$ cat src/hdl/rgbled_pkg.sv
// ----------------------------------------------------------------------------
// RGB indicator LED controller package
// Request codes, kept-kind indexes, beat types and the fixed arithmetic
// helpers shared by the controller, the kept-state store and the testbench.
// ----------------------------------------------------------------------------
package rgbled_pkg;

    // light kind codes on the request channel
    localparam logic [2:0] FUNC_BACKLIGHT    = 3'd0;
    localparam logic [2:0] FUNC_BATTERY      = 3'd1;
    localparam logic [2:0] FUNC_NOTIFICATION = 3'd2;
    localparam logic [2:0] FUNC_ATTENTION    = 3'd3;

    // flash modes
    localparam logic [1:0] FLASH_NONE  = 2'd0;
    localparam logic [1:0] FLASH_TIMED = 2'd1;
    localparam logic [1:0] FLASH_HW    = 2'd2;

    localparam int unsigned NUM_KEPT = 3;

    localparam logic [11:0] BRIGHTNESS_RESET = 12'd255;
    localparam logic [31:0] RGB_MASK         = 32'h00ff_ffff;

    localparam logic [15:0] LUMA_R = 16'd77;
    localparam logic [15:0] LUMA_G = 16'd150;
    localparam logic [15:0] LUMA_B = 16'd29;
    localparam logic [20:0] DIV_BASE = 21'd255;

    // kept-state slots, in LED priority order
    typedef enum logic [1:0] {
        KIND_NOTIF,
        KIND_ATTN,
        KIND_BATT
    } kind_t;

    typedef enum logic [1:0] {
        OP_BACKLIGHT,
        OP_KEEP,
        OP_UNSUP
    } op_t;

    // chosen kept entry, already resolved to LED times
    typedef struct packed {
        logic [7:0]  alpha;
        logic [7:0]  red;
        logic [7:0]  green;
        logic [7:0]  blue;
        logic [15:0] on_ms;
        logic [15:0] off_ms;
    } led_pick_t;

    typedef struct packed {
        logic [7:0]  red;
        logic [7:0]  green;
        logic [7:0]  blue;
        logic [15:0] on_ms;
        logic [15:0] off_ms;
    } led_drive_t;

    typedef struct packed {
        logic        status;
        logic        backlight_valid;
        logic [11:0] backlight_level;
        logic        led_valid;
        led_drive_t  led;
    } rsp_t;

    function automatic logic is_lit(input logic [31:0] color);
        return (color & RGB_MASK) != 32'd0;
    endfunction

    // (77R + 150G + 29B) >> 8
    function automatic logic [7:0] luma(input logic [31:0] color);
        logic [15:0] sum;
        sum = LUMA_R * 16'(color[23:16]) + LUMA_G * 16'(color[15:8])
            + LUMA_B * 16'(color[7:0]);
        return sum[15:8];
    endfunction

    // floor(x / 255), exact for x up to 255 * 255
    function automatic logic [7:0] div255_u16(input logic [15:0] x);
        logic [16:0] t;
        t = 17'(x) + 17'(x[15:8]) + 17'd1;
        return t[15:8];
    endfunction

    // floor(x / 255) for x below 255 * 4096: estimate low by at most one, then fix up
    function automatic logic [11:0] div255_u20(input logic [19:0] x);
        logic [20:0] s;
        logic [12:0] q;
        logic [20:0] r;
        s = 21'(x) + 21'(x[19:8]) + 21'(x[19:16]);
        q = s[20:8];
        r = 21'(x) - ((21'(q) << 8) - 21'(q));
        if (r >= DIV_BASE)
        begin
            q = q + 13'd1;
        end
        return q[11:0];
    endfunction

endpackage

$ cat src/hdl/rgbled_if.sv
// ----------------------------------------------------------------------------
// RGB indicator LED controller channels
// Valid/ready channels for light requests, results and the brightness
// register write.
// ----------------------------------------------------------------------------
interface rgbled_req_if;
    logic        valid;
    logic        ready;
    logic [2:0]  func;
    logic [31:0] argb_color;
    logic [1:0]  flash_mode;
    logic [15:0] on_time_ms;
    logic [15:0] off_time_ms;

    modport source (output valid, func, argb_color, flash_mode, on_time_ms, off_time_ms,
                    input ready);
    modport sink   (input valid, func, argb_color, flash_mode, on_time_ms, off_time_ms,
                    output ready);
    modport mon    (input valid, ready, func, argb_color, flash_mode, on_time_ms,
                    off_time_ms);
endinterface

interface rgbled_rsp_if;
    logic        valid;
    logic        ready;
    logic        status;
    logic        backlight_valid;
    logic [11:0] backlight_level;
    logic        led_valid;
    logic [7:0]  led_red;
    logic [7:0]  led_green;
    logic [7:0]  led_blue;
    logic [15:0] led_on_ms;
    logic [15:0] led_off_ms;

    modport source (output valid, status, backlight_valid, backlight_level, led_valid,
                    led_red, led_green, led_blue, led_on_ms, led_off_ms,
                    input ready);
    modport sink   (input valid, status, backlight_valid, backlight_level, led_valid,
                    led_red, led_green, led_blue, led_on_ms, led_off_ms,
                    output ready);
    modport mon    (input valid, ready, status, backlight_valid, backlight_level,
                    led_valid, led_red, led_green, led_blue, led_on_ms, led_off_ms);
endinterface

interface rgbled_cfg_if;
    logic        valid;
    logic        ready;
    logic [11:0] max_panel_brightness;

    modport source (output valid, max_panel_brightness, input ready);
    modport sink   (input valid, max_panel_brightness, output ready);
    modport mon    (input valid, ready, max_panel_brightness);
endinterface

$ cat src/hdl/rgbled_kept.sv
// ----------------------------------------------------------------------------
// RGB indicator LED kept-state store
// Holds the last notification, attention and battery request and picks the
// first lit one, seeing the request in the input stage as already written.
// ----------------------------------------------------------------------------
module rgbled_kept #(
    parameter int unsigned TW = 16
) (
    input  logic                  clk,
    input  logic                  rst_n,
    input  logic                  upd,
    input  logic                  commit,
    input  rgbled_pkg::kind_t     kind,
    input  logic [31:0]           color,
    input  logic [1:0]            mode,
    input  logic [15:0]           on_ms,
    input  logic [15:0]           off_ms,
    output rgbled_pkg::led_pick_t pick
);

    logic [31:0]   color_reg [0:rgbled_pkg::NUM_KEPT-1];
    logic [1:0]    mode_reg  [0:rgbled_pkg::NUM_KEPT-1];
    logic [TW-1:0] on_reg    [0:rgbled_pkg::NUM_KEPT-1];
    logic [TW-1:0] off_reg   [0:rgbled_pkg::NUM_KEPT-1];

    logic [31:0]   color_view [0:rgbled_pkg::NUM_KEPT-1];
    logic [1:0]    mode_view  [0:rgbled_pkg::NUM_KEPT-1];
    logic [TW-1:0] on_view    [0:rgbled_pkg::NUM_KEPT-1];
    logic [TW-1:0] off_view   [0:rgbled_pkg::NUM_KEPT-1];

    rgbled_pkg::kind_t sel;
    logic              any_lit;
    logic [31:0]       sel_color;

    always_ff @(posedge clk or negedge rst_n)
    begin
        if (!rst_n)
        begin
            for (int i = 0; i < rgbled_pkg::NUM_KEPT; i++)
            begin
                color_reg[i] <= '0;
                mode_reg[i]  <= '0;
                on_reg[i]    <= '0;
                off_reg[i]   <= '0;
            end
        end
        else if (commit)
        begin
            color_reg[kind] <= color;
            mode_reg[kind]  <= mode;
            on_reg[kind]    <= on_ms[TW-1:0];
            off_reg[kind]   <= off_ms[TW-1:0];
        end
    end

    // forward the pending write so the pick reflects this request
    always_comb
    begin
        for (int i = 0; i < rgbled_pkg::NUM_KEPT; i++)
        begin
            color_view[i] = color_reg[i];
            mode_view[i]  = mode_reg[i];
            on_view[i]    = on_reg[i];
            off_view[i]   = off_reg[i];
        end
        if (upd)
        begin
            color_view[kind] = color;
            mode_view[kind]  = mode;
            on_view[kind]    = on_ms[TW-1:0];
            off_view[kind]   = off_ms[TW-1:0];
        end
    end

    always_comb
    begin
        sel     = rgbled_pkg::KIND_NOTIF;
        any_lit = 1'b1;
        priority if (rgbled_pkg::is_lit(color_view[rgbled_pkg::KIND_NOTIF]))
        begin
            sel = rgbled_pkg::KIND_NOTIF;
        end
        else if (rgbled_pkg::is_lit(color_view[rgbled_pkg::KIND_ATTN]))
        begin
            sel = rgbled_pkg::KIND_ATTN;
        end
        else if (rgbled_pkg::is_lit(color_view[rgbled_pkg::KIND_BATT]))
        begin
            sel = rgbled_pkg::KIND_BATT;
        end
        else
        begin
            any_lit = 1'b0;
        end
    end

    assign sel_color = color_view[sel];

    always_comb
    begin
        pick = '0;
        if (any_lit)
        begin
            pick.alpha = sel_color[31:24];
            pick.red   = sel_color[23:16];
            pick.green = sel_color[15:8];
            pick.blue  = sel_color[7:0];
            unique case (mode_view[sel])
                rgbled_pkg::FLASH_NONE:
                begin
                    pick.on_ms = 16'd1;
                end
                rgbled_pkg::FLASH_TIMED, rgbled_pkg::FLASH_HW:
                begin
                    pick.on_ms  = 16'(on_view[sel]);
                    pick.off_ms = 16'(off_view[sel]);
                end
                default:
                begin
                    // undefined mode: leave both times at zero
                end
            endcase
        end
    end

endmodule

$ cat src/hdl/rgb_indicator_led_controller.sv
// ----------------------------------------------------------------------------
// RGB indicator LED controller
// Light requests in, one result beat per request out.
// ----------------------------------------------------------------------------
// Usage:
//   req  carries one light request per beat; rsp returns exactly one result
//   beat per request, in order. cfg writes the panel maximum brightness and
//   is always ready; write it only while no request is in flight.
//   A backlight request returns the luma of its colour rescaled to the
//   panel maximum. A notification, attention or battery request is kept and
//   the LED drive of the first lit kept request (notification first, then
//   attention, then battery) is returned. Other kinds return status 1.
//   A request passes the input, product, level and result registers in turn. One request
//   is taken every cycle: the four pipeline registers (input, product,
//   level, result) each pass a beat per cycle while rsp.ready is high.
//   When rsp is stalled the result register holds its beat and the stages
//   behind it keep filling; req.ready falls only once all four are full.
//   Reset empties the pipeline, clears the kept requests to unlit and sets
//   the panel maximum to 255.
// ----------------------------------------------------------------------------
module rgb_indicator_led_controller #(
    parameter int unsigned TIME_WIDTH  = 16,
    parameter int unsigned LEVEL_WIDTH = 12
) (
    input  logic         clk,
    input  logic         rst_n,
    rgbled_cfg_if.sink   cfg,
    rgbled_req_if.sink   req,
    rgbled_rsp_if.source rsp
);

    localparam int unsigned KEPT_TW  = (TIME_WIDTH < 16) ? TIME_WIDTH : 16;
    localparam int unsigned LVL_KEEP = (LEVEL_WIDTH < 12) ? LEVEL_WIDTH : 12;
    localparam logic [11:0] LVL_MASK = 12'((32'd1 << LVL_KEEP) - 32'd1);

    logic [11:0] max_bright_reg;

    // pipeline control
    logic s1_valid_reg, s2_valid_reg, s3_valid_reg, out_valid_reg;
    logic s1_valid_next, s2_valid_next, s3_valid_next, out_valid_next;
    logic s1_ready, s2_ready, s3_ready, out_ready;

    // input stage
    logic [2:0]  s1_func_reg;
    logic [31:0] s1_color_reg;
    logic [1:0]  s1_mode_reg;
    logic [15:0] s1_on_reg;
    logic [15:0] s1_off_reg;

    rgbled_pkg::op_t       s1_op;
    rgbled_pkg::kind_t     s1_kind;
    rgbled_pkg::led_pick_t pick;
    logic                  s1_keep;

    // product stage
    rgbled_pkg::op_t s2_op_reg;
    logic [7:0]      s2_luma_reg;
    logic [15:0]     s2_prod_r_reg, s2_prod_g_reg, s2_prod_b_reg;
    logic [15:0]     s2_on_reg, s2_off_reg;

    // level stage
    rgbled_pkg::op_t        s3_op_reg;
    logic [19:0]            s3_level_prod_reg;
    rgbled_pkg::led_drive_t s3_led_reg;

    rgbled_pkg::rsp_t out_reg;
    rgbled_pkg::rsp_t out_next;

    // ---------------------------------------------------------------- config
    assign cfg.ready = 1'b1;

    always_ff @(posedge clk or negedge rst_n)
    begin
        if (!rst_n)
        begin
            max_bright_reg <= rgbled_pkg::BRIGHTNESS_RESET;
        end
        else if (cfg.valid)
        begin
            max_bright_reg <= cfg.max_panel_brightness;
        end
    end

    // ------------------------------------------------------------ flow control
    always_comb
    begin
        out_ready      = !out_valid_reg || rsp.ready;
        s3_ready       = !s3_valid_reg || out_ready;
        s2_ready       = !s2_valid_reg || s3_ready;
        s1_ready       = !s1_valid_reg || s2_ready;
        s1_valid_next  = s1_ready ? req.valid : s1_valid_reg;
        s2_valid_next  = s2_ready ? s1_valid_reg : s2_valid_reg;
        s3_valid_next  = s3_ready ? s2_valid_reg : s3_valid_reg;
        out_valid_next = out_ready ? s3_valid_reg : out_valid_reg;
    end

    always_ff @(posedge clk or negedge rst_n)
    begin
        if (!rst_n)
        begin
            s1_valid_reg  <= 1'b0;
            s2_valid_reg  <= 1'b0;
            s3_valid_reg  <= 1'b0;
            out_valid_reg <= 1'b0;
        end
        else
        begin
            s1_valid_reg  <= s1_valid_next;
            s2_valid_reg  <= s2_valid_next;
            s3_valid_reg  <= s3_valid_next;
            out_valid_reg <= out_valid_next;
        end
    end

    assign req.ready = s1_ready;

    // ------------------------------------------------------------ input stage
    always_ff @(posedge clk)
    begin
        if (s1_ready && req.valid)
        begin
            s1_func_reg  <= req.func;
            s1_color_reg <= req.argb_color;
            s1_mode_reg  <= req.flash_mode;
            s1_on_reg    <= req.on_time_ms;
            s1_off_reg   <= req.off_time_ms;
        end
    end

    always_comb
    begin
        s1_op   = rgbled_pkg::OP_UNSUP;
        s1_kind = rgbled_pkg::KIND_NOTIF;
        unique case (s1_func_reg)
            rgbled_pkg::FUNC_BACKLIGHT:
            begin
                s1_op = rgbled_pkg::OP_BACKLIGHT;
            end
            rgbled_pkg::FUNC_BATTERY:
            begin
                s1_op   = rgbled_pkg::OP_KEEP;
                s1_kind = rgbled_pkg::KIND_BATT;
            end
            rgbled_pkg::FUNC_NOTIFICATION:
            begin
                s1_op   = rgbled_pkg::OP_KEEP;
                s1_kind = rgbled_pkg::KIND_NOTIF;
            end
            rgbled_pkg::FUNC_ATTENTION:
            begin
                s1_op   = rgbled_pkg::OP_KEEP;
                s1_kind = rgbled_pkg::KIND_ATTN;
            end
            default:
            begin
                s1_op = rgbled_pkg::OP_UNSUP;
            end
        endcase
    end

    assign s1_keep = s1_valid_reg && (s1_op == rgbled_pkg::OP_KEEP);

    rgbled_kept #(
        .TW (KEPT_TW)
    ) u_kept (
        .clk    (clk),
        .rst_n  (rst_n),
        .upd    (s1_keep),
        .commit (s1_keep && s2_ready),
        .kind   (s1_kind),
        .color  (s1_color_reg),
        .mode   (s1_mode_reg),
        .on_ms  (s1_on_reg),
        .off_ms (s1_off_reg),
        .pick   (pick)
    );

    // ---------------------------------------------------------- product stage
    // An alpha of 255 needs no bypass: c * 255 / 255 is c exactly.
    always_ff @(posedge clk)
    begin
        if (s2_ready && s1_valid_reg)
        begin
            s2_op_reg   <= s1_op;
            s2_luma_reg <= (s1_op == rgbled_pkg::OP_BACKLIGHT) ?
                           rgbled_pkg::luma(s1_color_reg) : 8'd0;
            if (s1_op == rgbled_pkg::OP_KEEP)
            begin
                s2_prod_r_reg <= 16'(pick.red) * 16'(pick.alpha);
                s2_prod_g_reg <= 16'(pick.green) * 16'(pick.alpha);
                s2_prod_b_reg <= 16'(pick.blue) * 16'(pick.alpha);
                s2_on_reg     <= pick.on_ms;
                s2_off_reg    <= pick.off_ms;
            end
            else
            begin
                s2_prod_r_reg <= '0;
                s2_prod_g_reg <= '0;
                s2_prod_b_reg <= '0;
                s2_on_reg     <= '0;
                s2_off_reg    <= '0;
            end
        end
    end

    // ------------------------------------------------------------ level stage
    // A maximum of 255 rescales to the same luma, so no bypass here either.
    always_ff @(posedge clk)
    begin
        if (s3_ready && s2_valid_reg)
        begin
            s3_op_reg         <= s2_op_reg;
            s3_level_prod_reg <= 20'(s2_luma_reg) * 20'(max_bright_reg);
            s3_led_reg.red    <= rgbled_pkg::div255_u16(s2_prod_r_reg);
            s3_led_reg.green  <= rgbled_pkg::div255_u16(s2_prod_g_reg);
            s3_led_reg.blue   <= rgbled_pkg::div255_u16(s2_prod_b_reg);
            s3_led_reg.on_ms  <= s2_on_reg;
            s3_led_reg.off_ms <= s2_off_reg;
        end
    end

    // ----------------------------------------------------------- result stage
    always_comb
    begin
        out_next                 = '0;
        out_next.status          = (s3_op_reg == rgbled_pkg::OP_UNSUP);
        out_next.backlight_valid = (s3_op_reg == rgbled_pkg::OP_BACKLIGHT);
        out_next.backlight_level = rgbled_pkg::div255_u20(s3_level_prod_reg) & LVL_MASK;
        out_next.led_valid       = (s3_op_reg == rgbled_pkg::OP_KEEP);
        out_next.led             = s3_led_reg;
    end

    always_ff @(posedge clk)
    begin
        if (out_ready && s3_valid_reg)
        begin
            out_reg <= out_next;
        end
    end

    assign rsp.valid           = out_valid_reg;
    assign rsp.status          = out_reg.status;
    assign rsp.backlight_valid = out_reg.backlight_valid;
    assign rsp.backlight_level = out_reg.backlight_level;
    assign rsp.led_valid       = out_reg.led_valid;
    assign rsp.led_red         = out_reg.led.red;
    assign rsp.led_green       = out_reg.led.green;
    assign rsp.led_blue        = out_reg.led.blue;
    assign rsp.led_on_ms       = out_reg.led.on_ms;
    assign rsp.led_off_ms      = out_reg.led.off_ms;

endmodule

$ cat src/flat_wrapper.sv
// flat-port wrapper written by rule: the top's interface ports become plain ports
module rgb_indicator_led_controller_flat 
#(
    parameter int unsigned TIME_WIDTH  = 16,
    parameter int unsigned LEVEL_WIDTH = 12
)
  (clk, rst_n, cfg_valid, cfg_max_panel_brightness, cfg_ready, req_valid, req_func, req_argb_color, req_flash_mode, req_on_time_ms, req_off_time_ms, req_ready, rsp_valid, rsp_status, rsp_backlight_valid, rsp_backlight_level, rsp_led_valid, rsp_led_red, rsp_led_green, rsp_led_blue, rsp_led_on_ms, rsp_led_off_ms, rsp_ready);
  rgbled_cfg_if cfg_i ();
  rgbled_req_if req_i ();
  rgbled_rsp_if rsp_i ();
  input  logic clk;
  input  logic rst_n;
  input wire logic [$bits(cfg_i.valid)-1:0] cfg_valid;
  input wire logic [$bits(cfg_i.max_panel_brightness)-1:0] cfg_max_panel_brightness;
  output wire logic [$bits(cfg_i.ready)-1:0] cfg_ready;
  input wire logic [$bits(req_i.valid)-1:0] req_valid;
  input wire logic [$bits(req_i.func)-1:0] req_func;
  input wire logic [$bits(req_i.argb_color)-1:0] req_argb_color;
  input wire logic [$bits(req_i.flash_mode)-1:0] req_flash_mode;
  input wire logic [$bits(req_i.on_time_ms)-1:0] req_on_time_ms;
  input wire logic [$bits(req_i.off_time_ms)-1:0] req_off_time_ms;
  output wire logic [$bits(req_i.ready)-1:0] req_ready;
  output wire logic [$bits(rsp_i.valid)-1:0] rsp_valid;
  output wire logic [$bits(rsp_i.status)-1:0] rsp_status;
  output wire logic [$bits(rsp_i.backlight_valid)-1:0] rsp_backlight_valid;
  output wire logic [$bits(rsp_i.backlight_level)-1:0] rsp_backlight_level;
  output wire logic [$bits(rsp_i.led_valid)-1:0] rsp_led_valid;
  output wire logic [$bits(rsp_i.led_red)-1:0] rsp_led_red;
  output wire logic [$bits(rsp_i.led_green)-1:0] rsp_led_green;
  output wire logic [$bits(rsp_i.led_blue)-1:0] rsp_led_blue;
  output wire logic [$bits(rsp_i.led_on_ms)-1:0] rsp_led_on_ms;
  output wire logic [$bits(rsp_i.led_off_ms)-1:0] rsp_led_off_ms;
  input wire logic [$bits(rsp_i.ready)-1:0] rsp_ready;
  assign cfg_i.valid = cfg_valid;
  assign cfg_i.max_panel_brightness = cfg_max_panel_brightness;
  assign cfg_ready = cfg_i.ready;
  assign req_i.valid = req_valid;
  assign req_i.func = req_func;
  assign req_i.argb_color = req_argb_color;
  assign req_i.flash_mode = req_flash_mode;
  assign req_i.on_time_ms = req_on_time_ms;
  assign req_i.off_time_ms = req_off_time_ms;
  assign req_ready = req_i.ready;
  assign rsp_valid = rsp_i.valid;
  assign rsp_status = rsp_i.status;
  assign rsp_backlight_valid = rsp_i.backlight_valid;
  assign rsp_backlight_level = rsp_i.backlight_level;
  assign rsp_led_valid = rsp_i.led_valid;
  assign rsp_led_red = rsp_i.led_red;
  assign rsp_led_green = rsp_i.led_green;
  assign rsp_led_blue = rsp_i.led_blue;
  assign rsp_led_on_ms = rsp_i.led_on_ms;
  assign rsp_led_off_ms = rsp_i.led_off_ms;
  assign rsp_i.ready = rsp_ready;
  rgb_indicator_led_controller #(.TIME_WIDTH(TIME_WIDTH), .LEVEL_WIDTH(LEVEL_WIDTH)) u_core (.clk(clk), .rst_n(rst_n), .cfg(cfg_i), .req(req_i), .rsp(rsp_i));
endmodule
$ cat config.mk
export PLATFORM = sky130hd
export DESIGN_NAME = rgb_indicator_led_controller_flat
export DESIGN_NICKNAME = d
export VERILOG_FILES = /design/src/hdl/rgbled_pkg.sv /design/src/hdl/rgbled_if.sv /design/src/hdl/rgbled_kept.sv /design/src/hdl/rgb_indicator_led_controller.sv /design/src/flat_wrapper.sv
export SDC_FILE = /design/constraint.sdc
export NUM_CORES = 2
export LEC_CHECK = 0
export BUFFER_PORTS_ARGS = -buffer_cell sky130_fd_sc_hd__buf_2
export CELL_PAD_IN_SITES_DETAIL_PLACEMENT = 0
export CELL_PAD_IN_SITES_GLOBAL_PLACEMENT = 1
export CORE_UTILIZATION = 37
export CTS_BUF_LIST = sky130_fd_sc_hd__clkbuf_2
export DETAILED_ROUTE_END_ITERATION = 7
export PLACE_DENSITY = 0.6
export SYNTH_ARGS = -nofsm -noshare
export SYNTH_HDL_FRONTEND = slang
export SYNTH_SLANG_ARGS = --single-unit
$ cat constraint.sdc
create_clock -name clk -period 15.5 [get_ports clk]
set_input_delay 2.325 -clock clk [delete_from_list [all_inputs] [get_ports clk]]
set_output_delay 2.325 -clock clk [all_outputs]
set_load 0.02 [all_outputs]
* Word level (Yosys, flattened, before mapping)
Index checks and enable logic that the tools add are counted.
** Operators by class
- $mul :: 7
- Reduce and logical (&&, ||, !) cells :: 26
- $lt $le $gt $ge :: 4
- $add $sub $neg :: 13
- Multiplexer cells :: 38
- Eq/ne operators :: 8
- Bitwise operators :: 2
** Operator list (count)
- $bwmux 48 :: 2
- $bwmux 96 :: 1
- $mux 16 :: 6
- $mux 32 :: 3
- $mux 48 :: 2
- $mux 96 :: 1
- $reduce_bool 32->1 :: 3
- $bmux 16 s2 :: 2
- $bmux 32 s2 :: 1
- $demux 32 s2 :: 1
- $mux 64 :: 1
- $add 16x1->16 const B :: 3
- $add 16x8->16 :: 3
- $mul 8x8->16 :: 3
- $demux 16 s2 :: 1
- $pmux 16 s2 :: 1
- $mul 7x8->15 const A :: 2
- $add 20x12->21 :: 1
- $add 21x4->21 :: 1
- $ge 21x8->1 const B :: 1
- $sub 20x21->21 :: 1
- $sub 21x13->21 :: 1
- $mul 8x12->20 :: 1
- $add 15x16->16 :: 1
- 27 further kinds :: 55
** Storage, ports and cells
- Word-level logic and storage cells :: 143
- Input port bits :: 86
- Output and inout bits :: 74
- Bits in registers :: 522

* Depth between registers and ports, before layout
- Depth in word-level cells :: 22
- Mapped depth :: 30
- Depth with buffers taken out :: 28

* Hierarchy
A second synthesis with hierarchy kept.
** Second synthesis, totals
- Cells, all modules :: 3374
- Area, all modules :: 36882.9 µm²
** By module, submodules not included
- rgb_indicator_led_controller :: area each 25493.2 µm², cells each 2256, seq. area each 9659.3 µm², times used 1
- rgbled_kept :: area each 11389.7 µm², cells each 1118, seq. area each 4954.8 µm², times used 1

* Least setup slack after synthesis
Ideal clock, no wire load.
- Path type :: register to register
- From :: reg u_core.s1_color_reg[5]
- To :: reg u_core.s2_prod_r_reg[15], data pin
- Cell stages (with the launch flop) :: 29
- Buffers on the path :: 1
- Required time :: 15.231 ns
- Setup time :: 0.269 ns
- Setup slack :: 8.857 ns
- Clock period less this slack :: 6.643 ns
- Arrival time :: 6.373 ns
- Cells stage by stage :: edfxtp_1 -> nor4_1 -> nand3_1 -> nor4_2 -> a21oi_1 -> inv_1 -> and3_1 -> nand2b_1 -> o21a_1 -> buf_6 -> a221oi_2 -> nor2_1 -> fa_1 -> inv_1 -> fa_1 -> inv_1 -> fa_1 -> inv_1 -> fa_1 -> inv_1 -> ha_1 -> a21boi_0 -> o21ai_0 -> a21boi_0 -> o21ai_0 -> nand2b_1 -> a311oi_1 -> o21ai_0 -> nor3b_1
** On the way
- Cells in the longest elaborated chain, start to end :: 12
- Elaborated cells between the ends (all ways) :: 17
- Classes of those cells :: mul: 1; mux: 12; bitwise: 1; reduce/logical: 3
** RTL lines
- start, declared :: line rgb_indicator_led_controller.sv:45 : logic [31:0] s1_color_reg;
- start signal, assigned :: line rgb_indicator_led_controller.sv:123 : s1_color_reg <= req.argb_color;
- $bwmux 96 * :: line rgbled_kept.sv:68 : color_view[kind] = color;
- $mux 96 * :: line rgbled_kept.sv:66 : if (upd)
- $reduce_bool 32->1 :: line rgbled_pkg.sv:69 : return (color & RGB_MASK) != 32'd0;
- $mux 2 :: line rgbled_kept.sv:87 : else if (rgbled_pkg::is_lit(color_view[rgbled_pkg::KIND_BATT]))
- $mux 2 :: line rgbled_kept.sv:83 : else if (rgbled_pkg::is_lit(color_view[rgbled_pkg::KIND_ATTN]))
- $mux 2 :: line rgbled_kept.sv:79 : priority if (rgbled_pkg::is_lit(color_view[rgbled_pkg::KIND_NOTIF]))
- $not 2->3 (implied by the code) :: line rgbled_kept.sv:97 : assign sel_color = color_view[sel];
- $bmux 32 s2 :: line rgbled_kept.sv:97
- $mux 32 (implied by the code) (2 in series) :: line rgbled_kept.sv:97
- $mux 64 * :: line rgbled_kept.sv:102 : if (any_lit)
- $mul 8x8->16 * :: line rgb_indicator_led_controller.sv:189 : s2_prod_r_reg <= 16'(pick.red) * 16'(pick.alpha);
- end signal, assigned :: line rgb_indicator_led_controller.sv:189
- end, declared :: line rgb_indicator_led_controller.sv:58 : logic [15:0] s2_prod_r_reg, s2_prod_g_reg, s2_prod_b_reg;
Mark *: on every way between the ends. The rest lies on a longest branch, timed or not. The select of a mux whose other input is x is not followed.
A chain may end at the register's enable or synchronous reset.

* Final worst setup path
- From :: reg u_core.s1_func_reg[2]
- To :: reg u_core.s2_prod_b_reg[15], data pin
** On the way
- Cells in the longest elaborated chain, start to end :: 19
- Elaborated cells between the ends (all ways) :: 32
- Classes of those cells :: mul: 1; order compare: 2; eq/ne: 4; mux: 16; bitwise: 2; reduce/logical: 7
** RTL lines
- start, declared :: line rgb_indicator_led_controller.sv:44 : logic [2:0] s1_func_reg;
- start signal, assigned :: line rgb_indicator_led_controller.sv:122 : s1_func_reg <= req.func;
- $eq 3x2->1 or $eq 3x1->1 (tied branches) :: line rgb_indicator_led_controller.sv:134 : unique case (s1_func_reg)
- $pmux 2 s2 :: line rgb_indicator_led_controller.sv:134
- $not 2->3 (implied by the code) :: line rgbled_kept.sv:68
- $ge 3x3->1 (implied by the code) or $lt 3x1->1 (tied branches) :: line rgbled_kept.sv:68
- $logic_and 1x1->1 (implied by the code) :: line rgbled_kept.sv:68
- $mux 32 (implied by the code) :: line rgbled_kept.sv:68
- $demux 32 s2 :: line rgbled_kept.sv:68
- $bwmux 96 :: line rgbled_kept.sv:68
- [... 2 more ...]
- $mux 2 :: line rgbled_kept.sv:87
- $mux 2 :: line rgbled_kept.sv:83
- $mux 2 :: line rgbled_kept.sv:79
- $not 2->3 (implied by the code) :: line rgbled_kept.sv:97
- $bmux 32 s2 :: line rgbled_kept.sv:97
- $mux 32 (implied by the code) (2 in series) :: line rgbled_kept.sv:97
- $mux 64 :: line rgbled_kept.sv:102
- $mul 8x8->16 :: line rgb_indicator_led_controller.sv:191 : s2_prod_b_reg <= 16'(pick.blue) * 16'(pick.alpha);
- end signal, assigned :: line rgb_indicator_led_controller.sv:191
- end, declared :: line rgb_indicator_led_controller.sv:58
Parallel ways exist; a longest one is shown, timed or not. The select of a mux whose other input is x is not followed.

==> flow_metrics.py <==
metrics = {
    "yosys": {
        "synth-edff-count": 308,
        "syn_nets": 3756,
        "avgSynthCellArea_um2": 11.3,
        "synth.ff_latch_count": 522,
        "synth_cell_types": 83,
        "yosys.area_share.adder": 0.240,
        "synthFlopType": "edfxtp_1",
        "ys_seq_area_frac": 0.413,
        "syn_area_um2": 35400,
        "yosysWarnings": 0,
        "synth_cells": 3129,
        "synth_compound_area_frac": 0.0792,
        "synth.area.mux_share": 0.0764,
        "async_flop_share": 0.410,
        "synthSimpleGateAreaFrac": 0.110,
        "synth_top_family_by_area": "adder cells",
        "synth_xor_xnor_area_share": 0.0254,
    },
    "sta": {
        "clock_skew_ns": 0.118,
        "hold_viol": 0,
        "period_share": 0.570,
        "tightestPinTransition_ns": 1.09,
        "drv_slew": 0,
        "setup_viol": 0,
        "holdWs_ns": 0.377,
        "postLayoutSetupSlackWorst_ns": 6.66,
        "fmax_mhz": 113,
        "fin_crit_ns": 8.84,
        "grt_setup_unrepaired": "false",
        "setup_tns_ns": 0,
        "relSlewSlack": 0.276,
    },
    "routing": {
        "ant_nets": 0,
        "drt_iter0_markers": 1138,
        "remaining_drc_errors": 0,
        "via_per_inst": 4.96,
        "dr.pass1.iters": 5,
        "vias": 23543,
        "wl_per_cell_um": 18.4,
        "routed_wl_um": 87200,
    },
    "critical_path": {
        "required_ns": 16.58,
        "reg2reg_from": "u_core.s1_func_reg[2]",
        "reg2reg_depth": 27,
        "worstSetupEndpointType": "flip-flop",
        "critPathTopFamily": "adder cells",
        "crit_slowest_cell": "nor3b_2",
        "path_common_cell": "fa_1",
        "r2r_end": "u_core.s2_prod_b_reg[15]",
        "path_class": "reg -> reg",
        "crit_buf_inv": 6,
        "arrival_ns": 9.91,
        "slowest_delay_ns": 0.76,
        "crit_path_max_fanout": 65,
        "cp.depth": 27,
        "r2r_setup_slack_ns": 6.66,
        "cp-start-kind": "flip-flop",
    },
    "layout": {
        "drive_gt1_frac": 0.211,
        "largest_reg_flops": 96,
        "most-common-layout-cells": "408 x inv_1, 323 x nor2_1, 310 x ha_1",
        "mostFrequentLayoutCell": "inv_1",
        "layout.nets": 3983,
        "fillers": 9280,
        "area_growth_pct": 10.0,
        "stdcell_area_um2": 39000,
    },
    "global_route": {
        "overflow": 0,
        "grt_max_degree": 93,
        "grt_pass1_vias": 25402,
        "antenna_found_initial": 4,
        "grt_use_total": 0.184,
        "grt_pass1_wl_um": 141000,
    },
    "worst_hold_path": {
        "holdPathEnd": "u_core.rsp.led_on_ms[3]",
        "hold_start": "u_core.out_next[19]",
        "hold_path_class": "reg -> reg",
        "holdPathStages": 0,
    },
    "place": {
        "post_dp_cell_area_um2": 37600,
        "place_ws_ns": 6.58,
        "portBuffers": 158,
        "dp.final_hpwl_um": 62500,
        "place.gp.congestion": 0.819,
    },
    "clock_tree": {
        "cts_tree": "done",
        "ctsResizeCount": 0,
        "ctsLongestPathBuffers": 3,
        "cts-root-buf": "clkbuf_2",
        "cts_htree_levels": 4,
        "cts_setup_buffers": 0,
        "clk_latency_ns": 1.39,
        "clock_sinks": 522,
        "clkTransAtPathRegs_ns": 0.11,
        "ctsHoldBuffers": 0,
        "cts_buffers": 149,
    },
    "floorplan": {
        "io_pins": 160,
        "die_width_um": 311,
        "core_um2": 94900,
        "num_rows": 113,
        "die_area_um2": 97000,
        "fp.dieH_um": 311,
        "start_util": 0.373,
    },
    "run_status": {
        "status": "finished, final reports clean",
    },
    "run": {
        "cap_violations": 0,
    },
}
-- synth_stat cells (14+ instances only) --
cell type	number	area share
xnor2_1	68	0.017
fa_1	231	0.13
a221oi_4	19	0.014
nor2b_1	17	0.0030
xor2_1	31	0.0077
nor3_1	73	0.010
o21ai_0	79	0.011
o21a_1	24	0.0051
or2_1	28	0.0049
a22o_1	22	0.0054
a21oi_1	86	0.012
edfxtp_1	308	0.26
dfrtp_1	206	0.15
nand2b_1	18	0.0032
nand3_1	26	0.0037
nor4_1	24	0.0042
and3_1	15	0.0026
nor2_1	324	0.034
mux2_2	220	0.070
mux2i_1	23	0.0065
clkbuf_1	86	0.0091
a21o_1	20	0.0042
ha_1	310	0.11
nand2_1	169	0.018
and2_1	66	0.012
inv_1	408	0.043
o22ai_1	45	0.0079
or2_2	17	0.0030
buf_1	14	0.0015
-- cells by family after synthesis --
kind of cell             after synthesis
other                                  1
AND/OR/NAND/NOR                      828
buffers and inverters                519
AO/OA/AOI/OAI                        374
adder cells (fa/ha/maj)              541
multiplexers                         243
XOR/XNOR                             101
flip-flops                           522
-- cell type report --
| type | count | area [um2] | share of cell area |
|---|---|---|---|
| diodes | 5 | 12.5 | 0.000321 |
| clock inverters | 38 | 190 | 0.00488 |
| inverters | 408 | 1530 | 0.0393 |
| repair buffers | 187 | 1020 | 0.0261 |
| flip-flops and latches | 522 | 14600 | 0.375 |
| well taps | 1265 | 1580 | 0.0406 |
| clock buffers | 230 | 1150 | 0.0295 |
| multi-input cells | 2088 | 18900 | 0.484 |
-- worst reg2reg max path: cells and delay by family, from the launching register on --
| family | cells | cell delay (ns) |
|---|---|---|
| compound gates | 9 | 1.98 |
| xor+xnor | 1 | 0.16 |
| fa+ha+maj | 5 | 2.22 |
| buf+inv | 6 | 1.91 |
| flops | 1 | 0.48 |
| simple gates | 6 | 1.84 |
-- how the worst max path moves through the flow --
stage	startpoint	end	slack (ns)
floorplan	u_core.s1_color_reg[5]	u_core.s2_prod_r_reg[15]	8.86
global placement	u_core.s1_func_reg[2]	u_core.s2_prod_b_reg[15]	6.83
detailed placement	u_core.s1_func_reg[2]	u_core.s2_prod_b_reg[15]	6.58
CTS	u_core.s1_func_reg[2]	u_core.s2_prod_b_reg[15]	6.57
global route	u_core.s1_func_reg[2]	u_core.s2_prod_b_reg[15]	5.99
finish	u_core.s1_func_reg[2]	u_core.s2_prod_b_reg[15]	6.66
-- through the flow --
| stage | std cells | utilization |
|---|---|---|
| global placement | 4470 | 0.397 |
| floorplan | 3129 | - |
| CTS | 4738 | 0.411 |
| global route | 4742 | 0.411 |
| detailed placement | 4470 | 0.397 |
| finish | 4743 | 0.411 |
-- layer usage --
| layer | up-vias | track usage | part of all wire |
|---|---|---|---|
| li1 | 11223 | - | - |
| met1 | 11729 | 0.248 | 0.47 |
| met2 | 445 | 0.300 | 0.47 |
| met3 | 146 | 0.0349 | 0.038 |
| met4 | 0 | 0.0575 | 0.021 |
| met5 | - | 0 | 0 |
Power is left out: the tool's default activity adds up to more than one toggle a clock period on the data nets, which glitch-free logic cannot reach.
